### config.mk
export PLATFORM = sky130hd
export DESIGN_NAME = rectangle_endpoint_rank_sorter_unit
export DESIGN_NICKNAME = d
export VERILOG_FILES = /design/src/resu_pkg.sv /design/src/resu_end_store.sv /design/src/resu_rank_store.sv /design/src/rectangle_endpoint_rank_sorter_unit.sv
export VERILOG_INCLUDE_DIRS = /design/src /design/src/src
export SDC_FILE = /design/constraint.sdc
export NUM_CORES = 2
export LEC_CHECK = 0
export ABC_AREA = 1
export BUFFER_PORTS_ARGS = -buffer_cell sky130_fd_sc_hd__buf_4
export CORE_ASPECT_RATIO = 2
export CORE_UTILIZATION = 55
export DETAILED_ROUTE_END_ITERATION = 16
export PLACE_DENSITY = 0.71
export SLEW_MARGIN = 40
export SYNTH_ARGS = -nofsm -noshare
export SYNTH_HDL_FRONTEND = slang
export SYNTH_SLANG_ARGS = --single-unit
### constraint.sdc
create_clock -name clk -period 15.1 [get_ports clk]
set_input_delay 2.265 -clock clk [delete_from_list [all_inputs] [get_ports clk]]
set_output_delay 2.265 -clock clk [all_outputs]
set_load 0.005 [all_outputs]
### src/rectangle_endpoint_rank_sorter_unit_assert.svh
// Assertion macros for the rectangle endpoint rank sorter.
// Used by the top level; expects clk and rst_n in scope.
`ifndef RECTANGLE_ENDPOINT_RANK_SORTER_UNIT_ASSERT_SVH
`define RECTANGLE_ENDPOINT_RANK_SORTER_UNIT_ASSERT_SVH
`ifndef ASSERT_OFF
`define RESU_ASSERT_IMPL(lbl, ante, cons, msg) \
    lbl: assert property (@(posedge clk) disable iff (!rst_n) (ante) |-> (cons)) \
        else $error(msg);
`define RESU_ASSERT_NEXT(lbl, ante, cons, msg) \
    lbl: assert property (@(posedge clk) disable iff (!rst_n) (ante) |=> (cons)) \
        else $error(msg);
`else
`define RESU_ASSERT_IMPL(lbl, ante, cons, msg)
`define RESU_ASSERT_NEXT(lbl, ante, cons, msg)
`endif
`endif

### src/resu_pkg.sv
// Shared types, codes and the endpoint ordering function of the rank sorter.
// No dependencies.
package resu_pkg;

    localparam int COORD_W = 32;
    localparam int CFG_IDX_W = 3;

    localparam logic [CFG_IDX_W-1:0] CFG_SHARED_BOUNDS = 3'd0;
    localparam logic [CFG_IDX_W-1:0] CFG_SHARED_XL_CLOSED = 3'd1;
    localparam logic [CFG_IDX_W-1:0] CFG_SHARED_XR_CLOSED = 3'd2;
    localparam logic [CFG_IDX_W-1:0] CFG_SHARED_YL_CLOSED = 3'd3;
    localparam logic [CFG_IDX_W-1:0] CFG_SHARED_YH_CLOSED = 3'd4;

    localparam logic [1:0] KIND_RIGHT_OPEN = 2'd0;
    localparam logic [1:0] KIND_LEFT_CLOSED = 2'd1;
    localparam logic [1:0] KIND_RIGHT_CLOSED = 2'd2;
    localparam logic [1:0] KIND_LEFT_OPEN = 2'd3;

    typedef struct packed {
        logic [COORD_W-1:0] value;
        logic               closed;
    } end_t;

    typedef struct packed {
        end_t x_lo;
        end_t x_hi;
        end_t y_lo;
        end_t y_hi;
    } row_t;

    function automatic logic [1:0] kind_of(logic is_left, logic closed);
        logic [1:0] k;
        if (is_left)
        begin
            k = closed ? KIND_LEFT_CLOSED : KIND_LEFT_OPEN;
        end
        else
        begin
            k = closed ? KIND_RIGHT_CLOSED : KIND_RIGHT_OPEN;
        end
        return k;
    endfunction

    // True if endpoint a comes before endpoint b on the same axis.
    function automatic logic precedes(end_t a, logic a_left, end_t b, logic b_left,
                                      logic a_idx_lt);
        logic [1:0] ka;
        logic [1:0] kb;
        logic       r;
        ka = kind_of(a_left, a.closed);
        kb = kind_of(b_left, b.closed);
        if (a.value != b.value)
        begin
            r = $signed(a.value) < $signed(b.value);
        end
        else if (ka != kb)
        begin
            r = ka < kb;
        end
        else
        begin
            r = a_idx_lt;
        end
        return r;
    endfunction

endpackage

### src/resu_end_store.sv
// Endpoint store: one row per rectangle with both x and both y ends.
// Depends on resu_pkg for the row type.
module resu_end_store #(
    parameter int ROWS = 16,
    parameter int RW = (ROWS > 1) ? $clog2(ROWS) : 1
) (
    input  logic                clk,
    input  logic                we,
    input  logic [RW-1:0]       waddr,
    input  resu_pkg::row_t      wdata,
    input  logic [RW-1:0]       raddr,
    output resu_pkg::row_t      rdata
);

    resu_pkg::row_t mem [ROWS];
    resu_pkg::row_t rdata_reg;

    always_ff @(posedge clk)
    begin
        if (we)
        begin
            mem[waddr] <= wdata;
        end
        rdata_reg <= mem[raddr];
    end

    assign rdata = rdata_reg;

endmodule

### src/resu_rank_store.sv
// Rank store: ranks per endpoint, kept per rectangle, and the endpoint at each
// sorted position for both axes. No package dependencies.
module resu_rank_store #(
    parameter int RECTS = 16,
    parameter int EW = $clog2(2 * RECTS),
    parameter int RW = (RECTS > 1) ? $clog2(RECTS) : 1
) (
    input  logic          clk,
    input  logic          we,
    input  logic [EW-1:0] wend,
    input  logic [EW-1:0] rank_x,
    input  logic [EW-1:0] rank_y,
    input  logic [EW-1:0] rd_pos,
    input  logic [RW-1:0] rd_rect,
    output logic [EW-1:0] at_x,
    output logic [EW-1:0] at_y,
    output logic [EW-1:0] rank_x_lo,
    output logic [EW-1:0] rank_x_hi,
    output logic [EW-1:0] rank_y_lo,
    output logic [EW-1:0] rank_y_hi
);

    localparam int ENDS = 2 * RECTS;

    logic [2*EW-1:0] rank_lo_mem [RECTS];
    logic [2*EW-1:0] rank_hi_mem [RECTS];
    logic [EW-1:0]   at_x_mem [ENDS];
    logic [EW-1:0]   at_y_mem [ENDS];

    logic [2*EW-1:0] lo_reg;
    logic [2*EW-1:0] hi_reg;
    logic [EW-1:0]   at_x_reg;
    logic [EW-1:0]   at_y_reg;
    logic [RW-1:0]   wrow;

    assign wrow = RW'(wend >> 1);

    always_ff @(posedge clk)
    begin
        if (we)
        begin
            if (wend[0])
            begin
                rank_hi_mem[wrow] <= {rank_x, rank_y};
            end
            else
            begin
                rank_lo_mem[wrow] <= {rank_x, rank_y};
            end
            at_x_mem[rank_x] <= wend;
            at_y_mem[rank_y] <= wend;
        end
        lo_reg <= rank_lo_mem[rd_rect];
        hi_reg <= rank_hi_mem[rd_rect];
        at_x_reg <= at_x_mem[rd_pos];
        at_y_reg <= at_y_mem[rd_pos];
    end

    assign at_x = at_x_reg;
    assign at_y = at_y_reg;
    assign rank_x_lo = lo_reg[2*EW-1:EW];
    assign rank_y_lo = lo_reg[EW-1:0];
    assign rank_x_hi = hi_reg[2*EW-1:EW];
    assign rank_y_hi = hi_reg[EW-1:0];

endmodule

### src/rectangle_endpoint_rank_sorter_unit.sv
// Rectangle endpoint rank sorter, top level. Rectangles are accepted in the load state.
// After the last one, each of the 2n endpoints is ranked by one scan of the endpoint
// store, both axes in lockstep.
// Then each of the 2n results is read, loaded into the output registers and held until taken.
// Reset clears control state and the shared-bounds flag and sets the shared closed
// flags; the stores need no clearing and hold nothing defined until loaded.
module rectangle_endpoint_rank_sorter_unit #(
    parameter int MAX_RECTS = 16
) (
    input  logic        clk,
    input  logic        rst_n,
    input  logic        in_valid,
    output logic        in_stall,
    input  logic [31:0] x_left,
    input  logic [31:0] x_right,
    input  logic [31:0] y_low,
    input  logic [31:0] y_high,
    input  logic        x_left_closed,
    input  logic        x_right_closed,
    input  logic        y_low_closed,
    input  logic        y_high_closed,
    input  logic        last_rect,
    output logic        out_valid,
    input  logic        out_stall,
    output logic [4:0]  position,
    output logic [3:0]  x_owner,
    output logic [3:0]  y_owner,
    output logic        x_owner_is_left,
    output logic        rect_valid,
    output logic [4:0]  rank_x_left,
    output logic [4:0]  rank_x_right,
    output logic [4:0]  rank_y_low,
    output logic [4:0]  rank_y_high,
    output logic        last_result,
    input  logic        cfg_we,
    input  logic [resu_pkg::CFG_IDX_W-1:0] cfg_index,
    input  logic        cfg_data
);

    `include "rectangle_endpoint_rank_sorter_unit_assert.svh"

    localparam int EW = $clog2(2 * MAX_RECTS);
    localparam int CW = $clog2(2 * MAX_RECTS + 1);
    localparam int NW = $clog2(MAX_RECTS + 1);
    localparam int RW = (MAX_RECTS > 1) ? $clog2(MAX_RECTS) : 1;

    localparam logic [2:0] S_LOAD = 3'd0;
    localparam logic [2:0] S_PIV_RD = 3'd1;
    localparam logic [2:0] S_PIV_LAT = 3'd2;
    localparam logic [2:0] S_SCAN = 3'd3;
    localparam logic [2:0] S_OUT_RD = 3'd4;
    localparam logic [2:0] S_OUT_LD = 3'd5;
    localparam logic [2:0] S_OUT_WAIT = 3'd6;

    logic [2:0]    state_reg, state_next;
    logic [NW-1:0] count_reg, count_next;
    logic [CW-1:0] ends_reg, ends_next;
    logic [CW-1:0] e_reg, e_next;
    logic [CW-1:0] f_reg, f_next;
    logic [CW-1:0] k_reg, k_next;
    logic          pend_vld_reg, pend_vld_next;
    logic [EW-1:0] pend_f_reg, pend_f_next;
    logic [EW-1:0] cnt_x_reg, cnt_x_next;
    logic [EW-1:0] cnt_y_reg, cnt_y_next;
    logic          out_valid_reg, out_valid_next;
    logic          sh_bounds_reg, sh_bounds_next;
    logic          sh_xl_reg, sh_xl_next;
    logic          sh_xr_reg, sh_xr_next;
    logic          sh_yl_reg, sh_yl_next;
    logic          sh_yh_reg, sh_yh_next;

    resu_pkg::end_t piv_x_reg, piv_x_next;
    resu_pkg::end_t piv_y_reg, piv_y_next;

    logic [4:0] position_reg;
    logic [3:0] x_owner_reg;
    logic [3:0] y_owner_reg;
    logic       x_left_reg;
    logic       rect_valid_reg;
    logic [4:0] rxl_reg;
    logic [4:0] rxr_reg;
    logic [4:0] ryl_reg;
    logic [4:0] ryh_reg;
    logic       last_reg;

    logic           in_fire;
    logic           out_fire;
    logic           store_we;
    resu_pkg::row_t store_wdata;
    logic [RW-1:0]  store_raddr;
    resu_pkg::row_t store_rdata;
    resu_pkg::end_t cand_x;
    resu_pkg::end_t cand_y;
    logic [EW-1:0]  e_ix;
    logic           idx_lt;
    logic           inc_x;
    logic           inc_y;
    logic [EW-1:0]  cnt_x_fin;
    logic [EW-1:0]  cnt_y_fin;
    logic           scan_done;
    logic           rank_we;
    logic [EW-1:0]  at_x;
    logic [EW-1:0]  at_y;
    logic [EW-1:0]  rk_x_lo;
    logic [EW-1:0]  rk_x_hi;
    logic [EW-1:0]  rk_y_lo;
    logic [EW-1:0]  rk_y_hi;
    logic           k_valid;

    assign in_stall = (state_reg != S_LOAD);
    assign in_fire = in_valid && !in_stall;
    assign out_fire = out_valid_reg && !out_stall;
    assign store_we = in_fire && (count_reg < NW'(MAX_RECTS));

    always_comb
    begin
        store_wdata.x_lo.value = x_left;
        store_wdata.x_hi.value = x_right;
        store_wdata.y_lo.value = y_low;
        store_wdata.y_hi.value = y_high;
        store_wdata.x_lo.closed = sh_bounds_reg ? sh_xl_reg : x_left_closed;
        store_wdata.x_hi.closed = sh_bounds_reg ? sh_xr_reg : x_right_closed;
        store_wdata.y_lo.closed = sh_bounds_reg ? sh_yl_reg : y_low_closed;
        store_wdata.y_hi.closed = sh_bounds_reg ? sh_yh_reg : y_high_closed;
    end

    assign e_ix = e_reg[EW-1:0];
    assign store_raddr = (state_reg == S_PIV_RD) ? RW'(e_ix >> 1) : RW'(f_reg[EW-1:0] >> 1);

    resu_end_store #(
        .ROWS (MAX_RECTS),
        .RW   (RW)
    ) u_end_store (
        .clk   (clk),
        .we    (store_we),
        .waddr (RW'(count_reg)),
        .wdata (store_wdata),
        .raddr (store_raddr),
        .rdata (store_rdata)
    );

    assign cand_x = pend_f_reg[0] ? store_rdata.x_hi : store_rdata.x_lo;
    assign cand_y = pend_f_reg[0] ? store_rdata.y_hi : store_rdata.y_lo;
    assign idx_lt = (pend_f_reg >> 1) < (e_ix >> 1);
    assign inc_x = pend_vld_reg && (pend_f_reg != e_ix) &&
                   resu_pkg::precedes(cand_x, !pend_f_reg[0], piv_x_reg, !e_ix[0], idx_lt);
    assign inc_y = pend_vld_reg && (pend_f_reg != e_ix) &&
                   resu_pkg::precedes(cand_y, !pend_f_reg[0], piv_y_reg, !e_ix[0], idx_lt);
    assign cnt_x_fin = cnt_x_reg + EW'(inc_x);
    assign cnt_y_fin = cnt_y_reg + EW'(inc_y);
    assign scan_done = pend_vld_reg && (CW'(pend_f_reg) == ends_reg - CW'(1));
    assign rank_we = (state_reg == S_SCAN) && scan_done;

    resu_rank_store #(
        .RECTS (MAX_RECTS),
        .EW    (EW),
        .RW    (RW)
    ) u_rank_store (
        .clk       (clk),
        .we        (rank_we),
        .wend      (e_ix),
        .rank_x    (cnt_x_fin),
        .rank_y    (cnt_y_fin),
        .rd_pos    (k_reg[EW-1:0]),
        .rd_rect   (RW'(k_reg)),
        .at_x      (at_x),
        .at_y      (at_y),
        .rank_x_lo (rk_x_lo),
        .rank_x_hi (rk_x_hi),
        .rank_y_lo (rk_y_lo),
        .rank_y_hi (rk_y_hi)
    );

    assign k_valid = k_reg < CW'(count_reg);

    always_comb
    begin
        state_next = state_reg;
        count_next = count_reg;
        ends_next = ends_reg;
        e_next = e_reg;
        f_next = f_reg;
        k_next = k_reg;
        pend_vld_next = pend_vld_reg;
        pend_f_next = pend_f_reg;
        cnt_x_next = cnt_x_reg;
        cnt_y_next = cnt_y_reg;
        out_valid_next = out_valid_reg;
        piv_x_next = piv_x_reg;
        piv_y_next = piv_y_reg;
        sh_bounds_next = sh_bounds_reg;
        sh_xl_next = sh_xl_reg;
        sh_xr_next = sh_xr_reg;
        sh_yl_next = sh_yl_reg;
        sh_yh_next = sh_yh_reg;

        if (cfg_we)
        begin
            case (cfg_index)
                resu_pkg::CFG_SHARED_BOUNDS:    sh_bounds_next = cfg_data;
                resu_pkg::CFG_SHARED_XL_CLOSED: sh_xl_next = cfg_data;
                resu_pkg::CFG_SHARED_XR_CLOSED: sh_xr_next = cfg_data;
                resu_pkg::CFG_SHARED_YL_CLOSED: sh_yl_next = cfg_data;
                resu_pkg::CFG_SHARED_YH_CLOSED: sh_yh_next = cfg_data;
                default: ;
            endcase
        end

        case (state_reg)
            S_LOAD:
            begin
                if (in_fire)
                begin
                    if (store_we)
                    begin
                        count_next = count_reg + NW'(1);
                    end
                    if (last_rect)
                    begin
                        ends_next = CW'({count_next, 1'b0});
                        e_next = '0;
                        state_next = S_PIV_RD;
                    end
                end
            end
            S_PIV_RD:
            begin
                f_next = '0;
                state_next = S_PIV_LAT;
            end
            S_PIV_LAT:
            begin
                piv_x_next = e_ix[0] ? store_rdata.x_hi : store_rdata.x_lo;
                piv_y_next = e_ix[0] ? store_rdata.y_hi : store_rdata.y_lo;
                pend_vld_next = 1'b1;
                pend_f_next = '0;
                f_next = CW'(1);
                cnt_x_next = '0;
                cnt_y_next = '0;
                state_next = S_SCAN;
            end
            S_SCAN:
            begin
                if (f_reg < ends_reg)
                begin
                    pend_vld_next = 1'b1;
                    pend_f_next = f_reg[EW-1:0];
                    f_next = f_reg + CW'(1);
                end
                else
                begin
                    pend_vld_next = 1'b0;
                end
                cnt_x_next = cnt_x_fin;
                cnt_y_next = cnt_y_fin;
                if (scan_done)
                begin
                    pend_vld_next = 1'b0;
                    e_next = e_reg + CW'(1);
                    k_next = '0;
                    state_next = (e_reg + CW'(1) == ends_reg) ? S_OUT_RD : S_PIV_RD;
                end
            end
            S_OUT_RD:
            begin
                state_next = S_OUT_LD;
            end
            S_OUT_LD:
            begin
                out_valid_next = 1'b1;
                state_next = S_OUT_WAIT;
            end
            S_OUT_WAIT:
            begin
                if (out_fire)
                begin
                    out_valid_next = 1'b0;
                    if (last_reg)
                    begin
                        count_next = '0;
                        state_next = S_LOAD;
                    end
                    else
                    begin
                        k_next = k_reg + CW'(1);
                        state_next = S_OUT_RD;
                    end
                end
            end
            default:
            begin
                state_next = S_LOAD;
            end
        endcase
    end

    always_ff @(posedge clk or negedge rst_n)
    begin
        if (!rst_n)
        begin
            state_reg <= S_LOAD;
            count_reg <= '0;
            ends_reg <= '0;
            e_reg <= '0;
            f_reg <= '0;
            k_reg <= '0;
            pend_vld_reg <= 1'b0;
            pend_f_reg <= '0;
            cnt_x_reg <= '0;
            cnt_y_reg <= '0;
            out_valid_reg <= 1'b0;
            sh_bounds_reg <= 1'b0;
            sh_xl_reg <= 1'b1;
            sh_xr_reg <= 1'b1;
            sh_yl_reg <= 1'b1;
            sh_yh_reg <= 1'b1;
        end
        else
        begin
            state_reg <= state_next;
            count_reg <= count_next;
            ends_reg <= ends_next;
            e_reg <= e_next;
            f_reg <= f_next;
            k_reg <= k_next;
            pend_vld_reg <= pend_vld_next;
            pend_f_reg <= pend_f_next;
            cnt_x_reg <= cnt_x_next;
            cnt_y_reg <= cnt_y_next;
            out_valid_reg <= out_valid_next;
            sh_bounds_reg <= sh_bounds_next;
            sh_xl_reg <= sh_xl_next;
            sh_xr_reg <= sh_xr_next;
            sh_yl_reg <= sh_yl_next;
            sh_yh_reg <= sh_yh_next;
        end
    end

    always_ff @(posedge clk)
    begin
        piv_x_reg <= piv_x_next;
        piv_y_reg <= piv_y_next;
        if (state_reg == S_OUT_LD)
        begin
            position_reg <= 5'(k_reg);
            x_owner_reg <= 4'(at_x >> 1);
            y_owner_reg <= 4'(at_y >> 1);
            x_left_reg <= !at_x[0];
            rect_valid_reg <= k_valid;
            rxl_reg <= k_valid ? 5'(rk_x_lo) : 5'd0;
            rxr_reg <= k_valid ? 5'(rk_x_hi) : 5'd0;
            ryl_reg <= k_valid ? 5'(rk_y_lo) : 5'd0;
            ryh_reg <= k_valid ? 5'(rk_y_hi) : 5'd0;
            last_reg <= (k_reg + CW'(1) == ends_reg);
        end
    end

    assign out_valid = out_valid_reg;
    assign position = position_reg;
    assign x_owner = x_owner_reg;
    assign y_owner = y_owner_reg;
    assign x_owner_is_left = x_left_reg;
    assign rect_valid = rect_valid_reg;
    assign rank_x_left = rxl_reg;
    assign rank_x_right = rxr_reg;
    assign rank_y_low = ryl_reg;
    assign rank_y_high = ryh_reg;
    assign last_result = last_reg;

    `RESU_ASSERT_IMPL(a_rank_in_range, rank_we, (CW'(cnt_x_fin) < ends_reg) && (CW'(cnt_y_fin) < ends_reg), "rank beyond endpoint count")
    `RESU_ASSERT_IMPL(a_count_bound, 1'b1, count_reg <= NW'(MAX_RECTS), "rectangle count beyond capacity")
    `RESU_ASSERT_NEXT(a_next_word, out_fire && !last_reg, (k_reg == $past(k_reg) + CW'(1)) && (state_reg == S_OUT_RD), "result position did not advance")
    `RESU_ASSERT_NEXT(a_run_end, out_fire && last_reg, (count_reg == '0) && (state_reg == S_LOAD), "set not restarted after final word")
    `RESU_ASSERT_IMPL(a_no_load_in_output, in_fire, !out_valid_reg, "input word taken while a result is pending")

endmodule

* Yosys cells after proc, flatten, opt, wreduce, memory -nomap -nowiden
Memories as Yosys holds them, arrays and structs flattened. A register that Yosys moved wholly into a read port is not among the register bits.
Cells that the tools add are included.
** Storage, ports and cells
- Bits in registers :: 155
- Memory bits (writable) :: 2752
- Bits of input ports :: 142
- Output and inout port bits :: 38
- Logic and storage cells :: 174
- Memories kept :: 5
** Memory list
- u_end_store.mem :: words 16, width 132, read ports 1, clocked after Yosys merged registers in 1, wr ports 1, RTL line resu_end_store.sv:15 : resu_pkg::row_t mem [ROWS];
- u_rank_store.at_x_mem :: words 32, width 5, read ports 1, clocked after Yosys merged registers in 1, wr ports 1, RTL line resu_rank_store.sv:27 : logic [EW-1:0] at_x_mem [ENDS];
- u_rank_store.at_y_mem :: words 32, width 5, read ports 1, clocked after Yosys merged registers in 1, wr ports 1, RTL line resu_rank_store.sv:28 : logic [EW-1:0] at_y_mem [ENDS];
- u_rank_store.rank_hi_mem :: words 16, width 10, read ports 1, clocked after Yosys merged registers in 1, wr ports 1, RTL line resu_rank_store.sv:26 : logic [2*EW-1:0] rank_hi_mem [RECTS];
- u_rank_store.rank_lo_mem :: words 16, width 10, read ports 1, clocked after Yosys merged registers in 1, wr ports 1, RTL line resu_rank_store.sv:25 : logic [2*EW-1:0] rank_lo_mem [RECTS];
** Operators by class
- $add $sub $neg :: 7
- Magnitude comparators :: 8
- Equal/unequal tests :: 25
- Multiplexer cells :: 66
- Reductions and logical operators :: 33
** Operators with widths (count)
- $mux W33 :: 4
- $lt A32 B32 Y1 :: 2
- $ne A32 B32 Y1 :: 2
- $mux W6 :: 7
- $pmux W5 S2 :: 4
- $mux W5 :: 5
- $mux W2 :: 12
- $pmux W6 S2 :: 2
- $mux W1 :: 21
- $pmux W3 S7 :: 1
- $add A6 B1 Y6 const B :: 3
- $mux W3 :: 6
- $pmux W6 S3 :: 1
- $reduce_and A2 Y1 :: 8
- $reduce_and A4 Y1 :: 4
- $eq A3 B2 Y1 const B :: 4
- $eq A3 B3 Y1 const B :: 4
- $eq A6 B6 Y1 :: 2
- $ne A2 B2 Y1 const B :: 6
- $add A5 B1 Y5 :: 2
- $reduce_bool A2 Y1 :: 5
- $logic_and A1 B1 Y1 :: 8
- $eq A3 B1 Y1 const B :: 2
- $eq A5 B6 Y1 :: 1
- other kinds (16) :: 23

* Depth between registers and ports, before layout
- Word-level depth :: 9
- Gate-level depth with buffers :: 28
- Depth with buffers taken out :: 26

* Hierarchy
From an unflattened synthesis, not the netlist that was laid out.
** Second synthesis, totals
- Cells, all modules :: 11556
- Area, all modules :: 127755.0 um^2
** By module, submodules not included
- resu_end_store :: times used 1, cells each 8051, area each 90744.5 um^2, seq. area each 66063.4 um^2
- resu_rank_store :: times used 1, cells each 2285, area each 27169.8 um^2, seq. area each 19819.0 um^2
- rectangle_endpoint_rank_sorter_unit :: times used 1, cells each 1220, area each 9840.7 um^2, seq. area each 4394.2 um^2

* Worst setup path after synthesis
Ideal clock, no wire load.
- Kind :: input -> register
- From :: in in_valid
- To :: mem u_end_store.mem[15][0] in the netlist's numbering, enable pin
- Setup time :: 0.627 ns
- Arrival :: 8.350 ns
- Data required time :: 14.473 ns
- Slack :: 6.123 ns
- Stages on the path :: 4
- Path buffers :: 0
- Cells stage by stage :: nand2_1 -> nor2_1 -> nand2_1 -> nor2_1
** On the way
- Longest elaborated chain between the ends :: 4
** RTL lines
- from (decl) :: RTL line rectangle_endpoint_rank_sorter_unit.sv:12 : input logic in_valid,
- $logic_and A1 B1 Y1 :: RTL line rectangle_endpoint_rank_sorter_unit.sv:111 : assign in_fire = in_valid && !in_stall;
- $logic_and A1 B1 Y1 :: RTL line rectangle_endpoint_rank_sorter_unit.sv:113 : assign store_we = in_fire && (count_reg < NW'(MAX_RECTS));
- $mux W1 :: RTL line resu_end_store.sv:20 : if (we)
- $mux W1 (not written as such) :: RTL line resu_end_store.sv:22 : mem[waddr] <= wdata;
- to (decl) :: RTL line resu_end_store.sv:15
Every way passes these cells.

* Worst setup path in the final report
- From :: reg pend_f_reg[0]
- To :: mem u_rank_store.at_y_mem[22][3] in the netlist's numbering, enable pin
** On the way
- Longest elaborated chain between the ends :: 8
- Elaborated cells between the ends (all ways) :: 19
- Classes of those cells :: add/sub (1); order compare (2); eq/ne (4); mux (8); reduce/logical (4)
** RTL lines
- from (decl) :: RTL line rectangle_endpoint_rank_sorter_unit.sv:62 : logic [EW-1:0] pend_f_reg, pend_f_next;
- from (signal assigned) :: RTL line rectangle_endpoint_rank_sorter_unit.sv:327 : pend_f_reg <= pend_f_next;
- branches (longest 6 deep; another with $lt A32 B32 Y1)
- $logic_and A1 B1 Y1 (*) :: RTL line rectangle_endpoint_rank_sorter_unit.sv:147 : assign inc_y = pend_vld_reg && (pend_f_reg != e_ix) &&
- $add A5 B1 Y5 (*) :: RTL line rectangle_endpoint_rank_sorter_unit.sv:150 : assign cnt_y_fin = cnt_y_reg + EW'(inc_y);
- net cnt_y_fin[1] :: RTL line rectangle_endpoint_rank_sorter_unit.sv:99 : logic [EW-1:0] cnt_y_fin;
- to (decl) :: RTL line resu_rank_store.sv:28
Mark *: on every way through the listed nets, which the timed path passes.

==> impl_metrics.yaml <==
outcome:
  run_status: "finished clean"
critical_path:
  cp_max_fo: 72
  critPathRequiredTime_ns: 15.62
  worstPathArrival_ns: 6.13
  end_kind: "flop"
  startpoint_type: "flop"
  cp_cell_sequence: "buf_12, o21ai_0, ha_1, nand2_1, nor3_1, and3_1, nand2_1, nand3_1, nand2_1, nor2_1, nor2_1, ha_2, ha_2, nand4_1, nor2_1"
  slowest_delay_ns: 0.83
  slowest_stage: "dfrtp_4"
  crit_type: "reg2reg"
routing:
  initialDrtViolationCount: 8777
  vias_per_cell: 6.12
  drc: 0
  drt-total-wl_um: 325000
  drtAntennaViolNets: 0
  met2WireLength_um: 166000
  dr.pass1.iters: 6
  highest_layer: "met5"
  wl_met1_um: 113000
  wire_per_inst_um: 25.4
  wl_met3_um: 24500
  vias: 78400
floorplan:
  core_mm2: 0.218
  rows: 242
  io_pins: 180
  die_h_um: 664
  dieArea_mm2: 0.221
  initial_core_util_pct: 55.4
  die_x_um: 333
synthesis:
  syn_nets: 10000
  synth.area.top_cells: "edfxtp_1, nand2_1, nor2_1"
  synth_cell_type_count: 43
  synth_top_area_share_pct: 70.2
  ys_warn_count: 0
  async_flop_share_pct: 1.75
  synth_largest_area_cell: "edfxtp_1"
  postSynthAreaPerCell_um2: 12.3
  syn_inst: 9788
  ys_seq_elements: 3036
  yosys-top-cells-count: "edfxtp_1, nand2_1, nor2_1"
  synth_seq_area_share_pct: 74.0
  yosysMostFrequentCell: "edfxtp_1"
  synth_area_mm2: 0.121
  dominantRegCellSynth: "edfxtp_1"
  synth_edf_count: 2822
layout:
  nFillCells: 16100
  nets: 10000
  largest_reg_flops: 2112
  area_delta_synth_final_pct: 10.0
  largest-register: "u_end_store.mem"
  post_route_cells_drive_above_1_share_pct: 7.80
sta:
  fmax_mhz: 178
  tightest_slew_ns: 1.03
  fin_crit_ns: 5.61
  hold_violations: 0
  maxSlewHeadroom_pct: 31.3
  fin_skew_ns: 0.117
  period_share_pct: 37.2
  tns_ns: 0
  setup_viol: 0
  finalMaxSlewViolations: 0
  rsz0062_at_grt: "false"
run:
  maxCapViolCount: 0
clocking:
  clkLatencyLatePin_ns: 0.96
  cts_setup_buffers: 0
  postCtsResizedCells: 0
  cts_tree: "yes"
  cts_buffer_depth: 4
  cts-buffers-inserted: 247
  clkSinkCount: 3036
  path_clk_slew_ns: 0.07
  ctsHoldBuffers: 0
  htree_levels: 4
  root_buffer: "clkbuf_16"
power_and_ir_drop:
  internal_power_mw: 15.4
  p_switching_mw: 8.71
  p_total_mw: 24.1
  comb_power_share_pct: 31.2
  ir_worst_vdd_uv: 198
  power_frac_seq_pct: 42.3
  leakage_nw: 45.5
  power.density_mw_per_mm2: 181
  pwr-share-clk_pct: 26.5
  p_sw_share_pct: 36.2
worst_hold_path:
  hold_class: "reg2reg"
global_routing:
  antenna_found_initial: 45
  track_usage_pct: 28.9
  grt_pass1_wl_um: 477000
  grt_max_degree: 203
  grt_overflow: 0
  grt_pass1_vias: 77500
placement:
  gp_congestion: 0.900
  dp_hpwl_um: 180000
  port_buffers: 179
## kinds of logic (layout without fill, tap and decap cells)
group | Yosys count | in the layout | share of synthesized area, %
AO/OA/AOI/OAI | 1753 | 1753 | 8.22
other | 0 | 44 | 0
adder cells (fa/ha/maj) | 91 | 91 | 0.944
XOR/XNOR | 29 | 29 | 0.211
AND/OR/NAND/NOR | 3969 | 3969 | 13.3
buffers and inverters | 910 | 1096 | 3.34
flip-flops | 3036 | 3036 | 74.0
## worst paths after layout
kind                                                   start  depth (start not counted)                                      to  slack (ns)
worst min-delay path            u_rank_store.at_x[4]$_DFF_P_                          0                    x_owner[3]$_DFFE_PP_        0.41
min in group asynchronous                              rst_n                          1               sh_bounds_reg$_DFFE_PN0P_        1.41
worst max-delay path               pend_f_reg[0]$_DFFE_PN0P_                         15  u_rank_store.at_y_mem[22][3]$_DFFE_PP_        9.49
max in group asynchronous                              rst_n                          1               pend_f_reg[0]$_DFFE_PN0P_       13.07
worst max register to register     pend_f_reg[0]$_DFFE_PN0P_                         15  u_rank_store.at_y_mem[22][3]$_DFFE_PP_        9.49
worst min register to register  u_rank_store.at_x[4]$_DFF_P_                          0                    x_owner[3]$_DFFE_PP_        0.41
## metal layers
metal  up-vias  GRT usage, %
met5         -             0
met4        28          19.0
met3       929          4.24
met2      3855          50.3
met1     38700          33.2
li1      34900             -
## cells in the final DEF (no fill, tap or decap), drive strengths merged, types with 15 or more instances in the layout
cell type / n
a21oi: 112
buf: 332
bufinv: 18
clkbuf: 322
clkinv: 88
clkinvlp: 17
dfrtp: 49
dfxtp: 161
diode: 44
edfxtp: 2822
ha: 91
inv: 319
nand2: 1798
nand3: 811
nand4: 15
nor2: 1331
o211ai: 308
o21ai: 1116
o221ai: 26
o22ai: 167
xor2: 25
## power groups by stage
stage	Clock, mW	Combinational [mW]	Sequential, mW
after detailed placement	0	7.38	10.4
after CTS	6.43	7.43	10.2
after global routing	6.72	8.22	10.2
after floorplan	0	4.97	10.3
final	6.38	7.50	10.2
after global placement	0	7.13	10.4
## critical path: cells and delay by family (launching register included)
kind	cells	cell delay, ns
AND/OR/NAND/NOR	10	2.54
flip-flops	1	0.83
adder cells (fa/ha/maj)	3	1.29
AO/OA/AOI/OAI	1	0.15
buffers and inverters	1	0.33
## final cells by class
type | instances | area, um2 | area share (%)
diodes | 44 | 110 | 0.0830
clock buffers | 321 | 6660 | 5.02
multi-input cells | 5842 | 27700 | 20.8
flip-flops and latches | 3036 | 89300 | 67.3
inverters | 309 | 1190 | 0.899
clock inverters | 133 | 1260 | 0.949
repair buffers | 333 | 3030 | 2.28
well taps | 2806 | 3510 | 2.65
## stage by stage
stage	worst slack, ns	hold WS (ns)	cell area, um2	cells	util, %
after global routing	9.11	0.421	133000	12800	61.0
after CTS	9.55	0.409	132000	12800	60.8
after detailed placement	9.40	0.393	125000	12300	57.2
after global placement	9.17	0.390	124000	12300	57.0
after floorplan	6.12	0.386	121000	9788	-
final	9.49	0.407	133000	12800	61.0
Power figures use the tool's default switching activity.
